<file path="config.mk">
export PLATFORM = sky130hd
export DESIGN_NAME = keypad_matrix_debouncer
export DESIGN_NICKNAME = d
export VERILOG_FILES = /design/src/kmd_pkg.sv /design/src/kmd_key_cell.sv /design/src/keypad_matrix_debouncer.sv
export SDC_FILE = /design/constraint.sdc
export NUM_CORES = 1
export LEC_CHECK = 0
export BUFFER_PORTS_ARGS = -buffer_cell sky130_fd_sc_hd__buf_2
export CAP_MARGIN = 25
export CORE_MARGIN = 8
export CORE_UTILIZATION = 55
export CTS_CLUSTER_DIAMETER = 80
export DETAILED_ROUTE_END_ITERATION = 7
export GPL_TIMING_DRIVEN = 0
export PLACE_DENSITY = 0.72
export SYNTH_ARGS = -nofsm -noshare
export SYNTH_HDL_FRONTEND = slang
export SYNTH_SLANG_ARGS = --single-unit
</file>
<file path="constraint.sdc">
create_clock -name clk -period 5 [get_ports clk]
set_clock_uncertainty 0.2 [all_clocks]
set_input_delay 1 -clock clk [delete_from_list [all_inputs] [get_ports clk]]
set_output_delay 1 -clock clk [all_outputs]
set_load 0.02 [all_outputs]
</file>
<file path="src/kmd_pkg.sv">
// shared constants and types for the keypad matrix debouncer
package kmd_pkg;

    // field widths
    localparam int CMD_W  = 2;
    localparam int ROW_W  = 2;
    localparam int COL_W  = 3;
    localparam int KEY_W  = 4;
    localparam int CNT_W  = 7;
    localparam int PHASE_W = 2;

    // stream payload widths, padded to whole bytes
    localparam int IN_FIELDS_W  = CMD_W + ROW_W + COL_W + KEY_W;
    localparam int IN_DATA_W    = ((IN_FIELDS_W + 7) / 8) * 8;
    localparam int OUT_FIELDS_W = 1 + COL_W;
    localparam int OUT_DATA_W   = ((OUT_FIELDS_W + 7) / 8) * 8;

    // configuration port
    localparam int CFG_IDX_W  = 2;
    localparam int CFG_DATA_W = CNT_W;
    localparam logic [CFG_IDX_W-1:0] CFG_MAX_COUNT = 2'd0;
    localparam logic [CFG_IDX_W-1:0] CFG_THRESHOLD = 2'd1;

    localparam logic [CNT_W-1:0] MAX_COUNT_RST = 7'd64;
    localparam logic [CNT_W-1:0] THRESHOLD_RST = 7'd32;

    // default geometry
    localparam int NUM_KEYS_DEF = 12;
    localparam int NUM_ROWS_DEF = 4;
    localparam int NUM_COLS_DEF = 3;

    // commands
    localparam logic [CMD_W-1:0] CMD_SCAN  = 2'd0;
    localparam logic [CMD_W-1:0] CMD_TAKE  = 2'd1;
    localparam logic [CMD_W-1:0] CMD_LEVEL = 2'd2;

    // key phases
    localparam logic [PHASE_W-1:0] PHASE_UP      = 2'd0;
    localparam logic [PHASE_W-1:0] PHASE_DOWN    = 2'd1;
    localparam logic [PHASE_W-1:0] PHASE_PRESSED = 2'd2;

    // per-key control, already qualified by the pipeline advancing
    typedef struct packed {
        logic scan;    // this key's row is being scanned
        logic closed;  // raw column level of this key
        logic take;    // take command addressed to this key
    } cell_ctrl_t;

    typedef struct packed {
        logic level;       // debounced level from the stored counter
        logic level_next;  // debounced level after a scan update
        logic pressed;     // phase is pressed
    } cell_stat_t;

endpackage

</file>
<file path="src/kmd_key_cell.sv">
// one key: integrating counter and press phase
module kmd_key_cell (
    input  logic                      clk,
    input  logic                      rst_n,
    input  logic [kmd_pkg::CNT_W-1:0] max_count,
    input  logic [kmd_pkg::CNT_W-1:0] press_threshold,
    input  kmd_pkg::cell_ctrl_t       ctrl,
    output kmd_pkg::cell_stat_t       stat
);
    import kmd_pkg::*;

    logic [CNT_W-1:0]   cnt_reg;
    logic [CNT_W-1:0]   cnt_next;
    logic [CNT_W-1:0]   cnt_upd;
    logic [PHASE_W-1:0] phase_reg;
    logic [PHASE_W-1:0] phase_next;
    logic               lvl_upd;

    always_comb
    begin
        cnt_upd = cnt_reg;
        if (ctrl.closed)
        begin
            if (cnt_reg < max_count)
                cnt_upd = cnt_reg + 1'b1;
        end
        else if (cnt_reg != '0)
        begin
            cnt_upd = cnt_reg - 1'b1;
        end
        lvl_upd = (cnt_upd >= press_threshold);

        cnt_next   = cnt_reg;
        phase_next = phase_reg;
        if (ctrl.scan)
        begin
            cnt_next = cnt_upd;
            if (lvl_upd)
            begin
                if (phase_reg == PHASE_UP)
                    phase_next = PHASE_DOWN;
            end
            else if (phase_reg == PHASE_DOWN)
            begin
                phase_next = PHASE_PRESSED;
            end
        end
        else if (ctrl.take && phase_reg == PHASE_PRESSED)
        begin
            phase_next = PHASE_UP;
        end
    end

    always_ff @(posedge clk or negedge rst_n)
    begin
        if (!rst_n)
        begin
            cnt_reg   <= '0;
            phase_reg <= PHASE_UP;
        end
        else
        begin
            cnt_reg   <= cnt_next;
            phase_reg <= phase_next;
        end
    end

    assign stat.level      = (cnt_reg >= press_threshold);
    assign stat.level_next = lvl_upd;
    assign stat.pressed    = (phase_reg == PHASE_PRESSED);

endmodule

</file>
<file path="src/keypad_matrix_debouncer.sv">
// keypad matrix debouncer top level: stream ports, pipeline and key cells
//
//  port group        | dir | contents
//  s_tvalid/tready   | in  | s_tdata: cmd[1:0] row_number[3:2] column_levels[6:4] key_number[10:7]
//  m_tvalid/tready   | out | m_tdata: answer_flag[0] row_held_levels[3:1]
//  cfg_we/index/data | in  | 0 max_count, 1 press_threshold
//
// one item per cycle sustained while the output is not back-pressured: an input register,
// then the key cells and result register update together. the key state is read from the
// cells the cycle it is written back, so items follow back to back. the input side keeps
// taking items while a result waits, up to one held item. after reset all counters are
// zero and all keys up.
module keypad_matrix_debouncer #(
    parameter int NUM_KEYS = kmd_pkg::NUM_KEYS_DEF,
    parameter int NUM_ROWS = kmd_pkg::NUM_ROWS_DEF,
    parameter int NUM_COLS = kmd_pkg::NUM_COLS_DEF
) (
    input  logic                           clk,
    input  logic                           rst_n,
    input  logic                           s_tvalid,
    output logic                           s_tready,
    // cmd, row_number, column_levels, key_number (from bit 0 up)
    input  logic [kmd_pkg::IN_DATA_W-1:0]  s_tdata,
    output logic                           m_tvalid,
    input  logic                           m_tready,
    // answer_flag, row_held_levels (from bit 0 up)
    output logic [kmd_pkg::OUT_DATA_W-1:0] m_tdata,
    input  logic                           cfg_we,
    input  logic [kmd_pkg::CFG_IDX_W-1:0]  cfg_index,
    input  logic [kmd_pkg::CFG_DATA_W-1:0] cfg_data
);
    import kmd_pkg::*;

    logic [CNT_W-1:0] max_count_reg;
    logic [CNT_W-1:0] threshold_reg;

    logic             in_valid_reg;
    logic [CMD_W-1:0] in_cmd_reg;
    logic [ROW_W-1:0] in_row_reg;
    logic [COL_W-1:0] in_cols_reg;
    logic [KEY_W-1:0] in_key_reg;

    logic             out_valid_reg;
    logic             out_flag_reg;
    logic [COL_W-1:0] out_levels_reg;

    logic             advance;
    logic             in_take;
    logic             is_scan;
    logic             is_take;
    logic             is_level;
    logic             flag_next;
    logic [COL_W-1:0] levels_next;

    cell_ctrl_t       ctrl [NUM_KEYS];
    cell_stat_t       stat [NUM_KEYS];
    logic [COL_W-1:0] row_lvl [NUM_KEYS];
    logic [NUM_KEYS-1:0] key_flag;

    assign advance  = in_valid_reg && (!out_valid_reg || m_tready);
    assign s_tready = !in_valid_reg || advance;
    assign in_take  = s_tvalid && s_tready;

    assign is_scan  = (in_cmd_reg == CMD_SCAN);
    assign is_take  = (in_cmd_reg == CMD_TAKE);
    assign is_level = (in_cmd_reg == CMD_LEVEL);

    // configuration registers
    always_ff @(posedge clk or negedge rst_n)
    begin
        if (!rst_n)
        begin
            max_count_reg <= MAX_COUNT_RST;
            threshold_reg <= THRESHOLD_RST;
        end
        else if (cfg_we)
        begin
            case (cfg_index)
                CFG_MAX_COUNT: max_count_reg <= cfg_data;
                CFG_THRESHOLD: threshold_reg <= cfg_data;
                default: ;
            endcase
        end
    end

    // key cells, each tied to its fixed row and column
    for (genvar k = 0; k < NUM_KEYS; k++)
    begin : g_key
        localparam int ROW = k / NUM_COLS;
        localparam int COL = k % NUM_COLS;
        logic closed_bit;
        logic row_hit;
        logic key_hit;

        if (COL < COL_W)
        begin : g_col
            assign closed_bit = in_cols_reg[COL];
            assign row_lvl[k] = COL_W'(row_hit && stat[k].level_next) << COL;
        end
        else
        begin : g_nocol
            assign closed_bit = 1'b0;
            assign row_lvl[k] = '0;
        end

        if (ROW < NUM_ROWS && ROW < (1 << ROW_W))
        begin : g_row
            assign row_hit = (in_row_reg == ROW_W'(ROW));
        end
        else
        begin : g_norow
            assign row_hit = 1'b0;
        end

        if (k < (1 << KEY_W))
        begin : g_sel
            assign key_hit = (in_key_reg == KEY_W'(k));
        end
        else
        begin : g_nosel
            assign key_hit = 1'b0;
        end

        assign ctrl[k].scan   = advance && is_scan && row_hit;
        assign ctrl[k].closed = closed_bit;
        assign ctrl[k].take   = advance && is_take && key_hit;
        assign key_flag[k]    = key_hit && ((is_take && stat[k].pressed) ||
                                            (is_level && stat[k].level));

        kmd_key_cell u_cell (
            .clk             (clk),
            .rst_n           (rst_n),
            .max_count       (max_count_reg),
            .press_threshold (threshold_reg),
            .ctrl            (ctrl[k]),
            .stat            (stat[k])
        );
    end

    always_comb
    begin
        levels_next = '0;
        for (int k = 0; k < NUM_KEYS; k++)
            levels_next = levels_next | row_lvl[k];
        if (!is_scan)
            levels_next = '0;
        flag_next = |key_flag;
    end

    // pipeline control
    always_ff @(posedge clk or negedge rst_n)
    begin
        if (!rst_n)
        begin
            in_valid_reg  <= 1'b0;
            out_valid_reg <= 1'b0;
        end
        else
        begin
            if (s_tready)
                in_valid_reg <= s_tvalid;
            if (advance)
                out_valid_reg <= 1'b1;
            else if (m_tready)
                out_valid_reg <= 1'b0;
        end
    end

    // payload
    always_ff @(posedge clk)
    begin
        if (in_take)
        begin
            in_cmd_reg  <= s_tdata[CMD_W-1:0];
            in_row_reg  <= s_tdata[CMD_W +: ROW_W];
            in_cols_reg <= s_tdata[CMD_W+ROW_W +: COL_W];
            in_key_reg  <= s_tdata[CMD_W+ROW_W+COL_W +: KEY_W];
        end
        if (advance)
        begin
            out_flag_reg   <= flag_next;
            out_levels_reg <= levels_next;
        end
    end

    assign m_tvalid = out_valid_reg;
    assign m_tdata  = {{(OUT_DATA_W-OUT_FIELDS_W){1'b0}}, out_levels_reg, out_flag_reg};

    // a held input item always moves on once the result register is free
    a_drain: assert property (@(posedge clk) disable iff (!rst_n)
        in_valid_reg && !out_valid_reg |=> out_valid_reg)
        else $error("held item did not reach the result register");

    // the input side only stalls while an item is held
    a_stall: assert property (@(posedge clk) disable iff (!rst_n)
        !s_tready |-> in_valid_reg)
        else $error("input stalled with no held item");

    // a flag answer never carries row levels
    a_excl: assert property (@(posedge clk) disable iff (!rst_n)
        out_valid_reg && out_flag_reg |-> out_levels_reg == '0)
        else $error("flag and row levels set together");

    // a register write lands on the next edge
    a_cfg: assert property (@(posedge clk) disable iff (!rst_n)
        cfg_we && cfg_index == CFG_THRESHOLD |=> threshold_reg == $past(cfg_data))
        else $error("threshold write lost");

endmodule

</file>
==> results of run 1 <==
power breakdown:
part / internal (mW) / leakage (nW) / switching [mW]
Sequential: 1.37 / 1.61 / 0.356
Combinational: 1.45 / 5.34 / 1.97
Clock: 0.874 / 0.310 / 0.567
routing by layer:
metal,GRT usage [%],vias up
li1,-,7149
met1,38.7,7235
met2,47.9,701
met3,4.84,148
met4,15.0,2
met5,0,-
synthesized netlist by cell type (all sizes together) (17+ instances only):
cell / instances
xor2: 21
a31oi: 36
nand3: 34
a21oi: 130
clkbuf: 87
o22ai: 26
and3: 21
xnor2: 56
nand2: 156
a21o: 43
nand2b: 58
ha: 267
a211oi: 33
inv: 60
dfrtp: 122
mux2i: 40
mux2: 23
nand4: 17
o21ai: 155
nor3: 61
o31ai: 20
nor2: 148
final cells by class:
class,instances,area [µm²]
Multi-Input combinational cell,1580,11400
Fill cell,2541,10900
Sequential cell,139,3560
Tap cell,378,473
Clock buffer,20,468
Buffer,102,415
Inverter,61,240
Timing Repair Buffer,33,239
Clock inverter,12,168
timing repair:
item / 4_1_cts / 5_1_grt
hold buffers: 0 / 0
setup endpoints to repair: 0 / 4
resized for setup: 0 / 4
kinds of logic (layout without fill, tap and decap cells):
group | Yosys count | after routing | synth area share (%)
AND/OR/NAND/NOR | 594 | 594 | 19.0
XOR/XNOR | 77 | 77 | 4.33
multiplexers | 63 | 63 | 4.23
other | 1 | 4 | 0.0241
buffers and inverters | 163 | 228 | 4.14
adder cells (fa/ha/maj) | 267 | 267 | 21.4
flip-flops | 139 | 139 | 22.8
AO/OA/AOI/OAI | 575 | 575 | 24.0
metrics by stage:
step                cell area (µm²)  utilization [%]
floorplan                     15600                -
global placement              16200             58.2
detailed placement            16300             58.5
CTS                           16900             60.8
global route                  17000             60.9
finish                        17000             60.9
worst register-to-register path, delay by kind of cell (launching register included):
kind,cells,cell delay (ps)
compound gates,7,1950
buf+inv,1,700
fa+ha+maj,2,670
simple gates,4,620
flops,1,360
mux,1,170
final timing paths:
path	start	end	slack, ps	cells after the start
setup / recovery	max_count_reg[6]	out_levels_reg[2]	80	15
hold / removal	in_valid_reg	m_tvalid	310	1
setup reg to reg	max_count_reg[6]	out_levels_reg[2]	80	15
hold reg to reg	in_valid_reg	m_tvalid	310	1
max in group asynchronous	rst_n	threshold_reg[5]	3410	2
min in group asynchronous	rst_n	g_key[3].u_cell.cnt_reg[0]	380	1
==> impl_metrics.csv, run 1 <==
group,metric,value,unit
yosys,async_reset_ff_share,89.2,%
setup_path,crit_family,"compound AO/OA/AOI/OAI gates",
floorplan,core,0.0279,mm²
setup_path,endpoint_kind,"register",
global_routing,grt_max_degree,71,
yosys,ys.flop_type,"dfrtp_1",
cts,cts_setup_buffers,0,
outcome,outcome,"completed",
floorplan,dieArea,0.0340,mm²
power,finalPower,6.59,mW
cts,cts_inserted_buffers,17,
detailed_routing,wl_met1,21600,µm
yosys,ys_seq_area_share,22.8,%
setup_path,crit_path_start_kind,"register",
detailed_routing,routed_wl,50700,µm
timing,setup_ws,77.4,ps
power,pwr_density_cell,389,mW/mm²
timing,setup_viol,0,
cells_and_area,stdcell_count,2325,
yosys,synth_area_leaders,"ha_1 21%, dfrtp_1 20%, o21ai_0 4.9%, a21oi_1 4.2%, nand2_1 3.8%",
cells_and_area,diodes,0,
yosys,netlist_instances,1879,
timing,maxSlewHeadroom,30.5,%
setup_path,crit_buf_inv,1,
timing,clock.fmax,0.203,GHz
timing,finalMaxSlewViolations,0,
yosys,syn_area,0.0156,mm²
detailed_routing,ant_nets,0,
power,leakagePower,7.26,nW
place,place.detailed.hpwl,35300,µm
global_routing,grt_use_total,29.9,%
timing,fin_worst_hold_slack,307,ps
timing,min_period,4920,ps
setup_path,path_max_fanout,13,
cells_and_area,nets,2231,
place,dp.cells,2293,
cts,ctsHtreeMaxLevel,4,
cells_and_area,final_common_cell,"ha_1",
floorplan,io_pins,40,
yosys,yosys.area.top_type,"ha_1",
setup_path,required,4990,ps
detailed_routing,drtPass1Iterations,6,
yosys,avgSynthCellArea,8.29,µm²
detailed_routing,via_per_inst,6.55,
cts,insertion_delay,450,ps
setup_path,max_stage_delay,700,ps
detailed_routing,maxUsedRoutingLayer,"met5",
detailed_routing,wl_met2,22600,µm
floorplan,die_w,184,µm
yosys,synth.lib_cells_used.distinct,84,
global_routing,antenna_found_initial,1,
place,gp_congestion,0.975,
setup_path,cp_slowest_cell,"inv_1",
hold_path,hold_path_class,"reg -> reg",
timing,period_share,98.5,%
cts,tritoncts,"built",
cells_and_area,drive_gt1_share,6.93,%
job,cap_viol_max_count,0,
cts,cts_sinks,139,
detailed_routing,wl_met3,4060,µm
cts,path_clk_slew,70,ps
yosys,synth_warnings,0,
global_routing,grt-ovfl-total,0,
place,pre_cts_ws,67.9,ps
timing,setup_tns,0,ps
floorplan,die_y,184,µm
floorplan,row_count,61,
yosys,yosys.area.top_type_share,21.4,%
timing,finalHoldViolCount,0,
setup_path,crit_path_cell_trace,"inv_1 > ha_1 > nand2_1 > o21ai_0 > a2111oi_4 > and4_1 > a21oi_1 > o21ai_0 > ha_1 > a21o_1 > a21o_1 > a211oi_1 > mux2i_1 > nand2_1 > nand3_1",
cells_and_area,area_delta_synth_final,8.87,%
timing,worst_pin_slew,1040,ps
cells_and_area,largest_register_ffs,84,
detailed_routing,num_vias,15200,
detailed_routing,wire_per_inst,21.8,µm
floorplan,initial_core_util,55.9,%
detailed_routing,drtIter0Drc,1586,
global_routing,grt_pass1_vias,14700,
cells_and_area,final_cell_mix,"267 x ha_1, 156 x nand2_1, 151 x o21ai_0",
timing,rsz0062_at_grt,"yes",
setup_path,cp.arrival,4920,ps
global_routing,grt_pass1_wl,79900,µm
power,peakVddDrop,0.000243,V
setup_path,path_class,"reg -> reg",
yosys,ys_ff_latch,139,
cts,cts_buffer_depth,2,
cts,root_buffer,"clkbuf_16",
place,io_buffers,30,
detailed_routing,drc,0,
yosys,synth_edf_count,15,
No activity file was read; power rests on OpenSTA's default activity.
==> run 2: changes to the inputs <==
--- a/config.mk
+++ b/config.mk
@@ -10,8 +10,10 @@
 export CORE_MARGIN = 8
 export CORE_UTILIZATION = 55
+export CTS_BUF_LIST = sky130_fd_sc_hd__clkbuf_4
 export CTS_CLUSTER_DIAMETER = 80
 export DETAILED_ROUTE_END_ITERATION = 7
 export GPL_TIMING_DRIVEN = 0
 export PLACE_DENSITY = 0.72
+export RECOVER_POWER = 50
 export SYNTH_ARGS = -nofsm -noshare
 export SYNTH_HDL_FRONTEND = slang
==> constraint.sdc (replaced) <==
create_clock -name clk -period 5 [get_ports clk]
set_clock_uncertainty 0.2 [all_clocks]
set_input_delay 1 -clock clk [delete_from_list [all_inputs] [get_ports clk]]
set_output_delay 1 -clock clk [all_outputs]
set_load 0.05 [all_outputs]
==> run 2 against run 1 <==
  * The flow now finishes with violations (capacitance limit, slew limit)
  * Worst setup slack improved by 130 ps
  * Power is 7.4% lower
  * Combinational power hardly changed
  * Sequential power about the same
  * Sequential share of layout area grew 0.33 points
  * Largest power group unchanged
==> impl_metrics.csv, run 2 (synthesized netlist as in run 1, its figures left out) <==
group,metric,value,unit
outcome,outcome,"complete, but fails checks",
outcome,failed_checks,"capacitance limit, slew limit",
detailed_routing,drtPass1Iterations,6,
place,gp_congestion,0.975,
timing,rsz0062_at_grt,"yes",
setup_path,cp.arrival,4920,ps
cells_and_area,design_area,0.0167,mm²
timing,finalHoldViolCount,0,
timing,period_share,95.8,%
power,pwr_density_cell,366,mW/mm²
detailed_routing,routed_wl,50300,µm
detailed_routing,num_vias,15200,
global_routing,grt_use_total,29.7,%
floorplan,die_w,184,µm
cts,ctsHtreeMaxLevel,4,
power,leakagePower,7.14,nW
power,finalPower,6.10,mW
place,io_buffers,30,
detailed_routing,drtIter0Drc,1364,
floorplan,core,0.0279,mm²
floorplan,row_count,61,
global_routing,grt-ovfl-total,0,
cts,cts_buffer_depth,2,
cts,path_clk_slew,150,ps
place,place.detailed.hpwl,35300,µm
power,peakVddDrop,0.000241,V
setup_path,crit_family,"compound AO/OA/AOI/OAI gates",
cells_and_area,final_common_cell,"ha_1",
cells_and_area,area_delta_synth_final,7.17,%
setup_path,endpoint_kind,"register",
detailed_routing,via_per_inst,6.53,
timing,setup_viol,0,
setup_path,required,5130,ps
cts,insertion_delay,620,ps
global_routing,grt_pass1_wl,79300,µm
cts,cts_sinks,139,
setup_path,path_class,"reg -> reg",
cells_and_area,drive_gt1_share,6.97,%
timing,maxSlewHeadroom,-136,%
timing,finalMaxSlewViolations,70,
timing,min_period,4790,ps
place,place_area,0.0163,mm²
place,dp.cells,2293,
global_routing,grt_max_degree,71,
cells_and_area,stdcell_count,2329,
detailed_routing,ant_nets,0,
setup_path,path_max_fanout,13,
timing,clock.fmax,0.209,GHz
timing,setup_tns,0,ps
setup_path,max_stage_delay,510,ps
cells_and_area,final_cell_mix,"267 x ha_1, 156 x nand2_1, 151 x o21ai_0",
cells_and_area,nets,2234,
setup_path,crit_buf_inv,1,
floorplan,die_y,184,µm
hold_path,hold_path_class,"reg -> reg",
cts,cts_inserted_buffers,17,
setup_path,crit_path_cell_trace,"clkinvlp_4 > ha_1 > a21o_1 > a221o_1 > a221oi_4 > a21oi_1 > xnor2_1 > ha_1 > nand2b_1 > a21o_1 > a211o_1 > o2111ai_1 > a21boi_0 > o221ai_1 > o311ai_0",
cts,tritoncts,"built",
job,cap_viol_max_count,1,
detailed_routing,drc,0,
global_routing,grt_pass1_vias,14500,
cts,root_buffer,"clkbuf_4",
setup_path,cp_slowest_cell,"clkinvlp_4",
floorplan,dieArea,0.0340,mm²
floorplan,initial_core_util,55.9,%
setup_path,crit_path_start_kind,"register",
timing,worst_pin_slew,3540,ps
cts,ctsHoldBuffers,0,
cells_and_area,largest_register_ffs,84,
global_routing,antenna_found_initial,2,
detailed_routing,wire_per_inst,21.6,µm
floorplan,io_pins,40,
run 2: stage by stage:
stage               worst slack [ps]  hold WS (ps)  util (%)
floorplan                       1200           257         -
global placement                 126           285      58.2
detailed placement              67.9           292      58.5
CTS                             34.7           216      59.7
global route                   -2.75           329      59.9
finish                           208           305      59.9
run 2: path summary, 6_finish.rpt:
path | start | end | slack, ps | cells after the start
setup / recovery | max_count_reg[1] | out_levels_reg[1] | 210 | 15
hold / removal | g_key[1].u_cell.phase_reg[1] | g_key[1].u_cell.phase_reg[0] | 300 | 1
setup reg to reg | max_count_reg[1] | out_levels_reg[1] | 210 | 15
hold reg to reg | g_key[1].u_cell.phase_reg[1] | g_key[1].u_cell.phase_reg[0] | 300 | 1
max in group asynchronous | rst_n | g_key[7].u_cell.phase_reg[1] | 1040 | 1
min in group asynchronous | rst_n | g_key[3].u_cell.cnt_reg[3] | 1510 | 1
run 2: repair_timing:
item | CTS | global route
hold endpoints to repair | 0 | 0
setup buffers | 0 | 3
endpoints found under the setup margin | 0 | 5
gates resized for setup | 0 | 5
run 2: worst register-to-register path: stages, from the launching register on:
cell        delay [ps]
dfrtp_1            390
clkinvlp_4         510
ha_1               510
a21o_1             170
a221o_1            330
a221oi_4           420
a21oi_1            190
xnor2_1            170
ha_1               260
nand2b_1           140
a21o_1             190
a211o_1            290
o2111ai_1          130
a21boi_0           200
o221ai_1           270
o311ai_0           180
run 2: layout make-up:
type / instances / area, µm²
clock inverters: 14 / 201
well taps: 378 / 473
plain buffers: 102 / 415
repair buffers: 36 / 270
flip-flops and latches: 139 / 3560
multi-input cells: 1580 / 11400
diodes: 1 / 2.50
clock buffers: 18 / 135
fillers: 2600 / 11200
inverters: 61 / 240
run 2: metal layers:
layer  global-route usage (%)  up-vias  part of all wire, %
met5                        0        -                0.026
met4                     15.2        2                  5.1
met3                     5.06      164                  7.8
met2                     47.1      675                   44
met1                     38.3     7233                   43
li1                         -     7142                    -
run 2: where the power goes:
group | switching (mW) | internal (mW) | leakage (nW)
registers | 0.356 | 1.36 | 1.61
logic | 1.98 | 1.46 | 5.36
clock network | 0.498 | 0.446 | 0.178
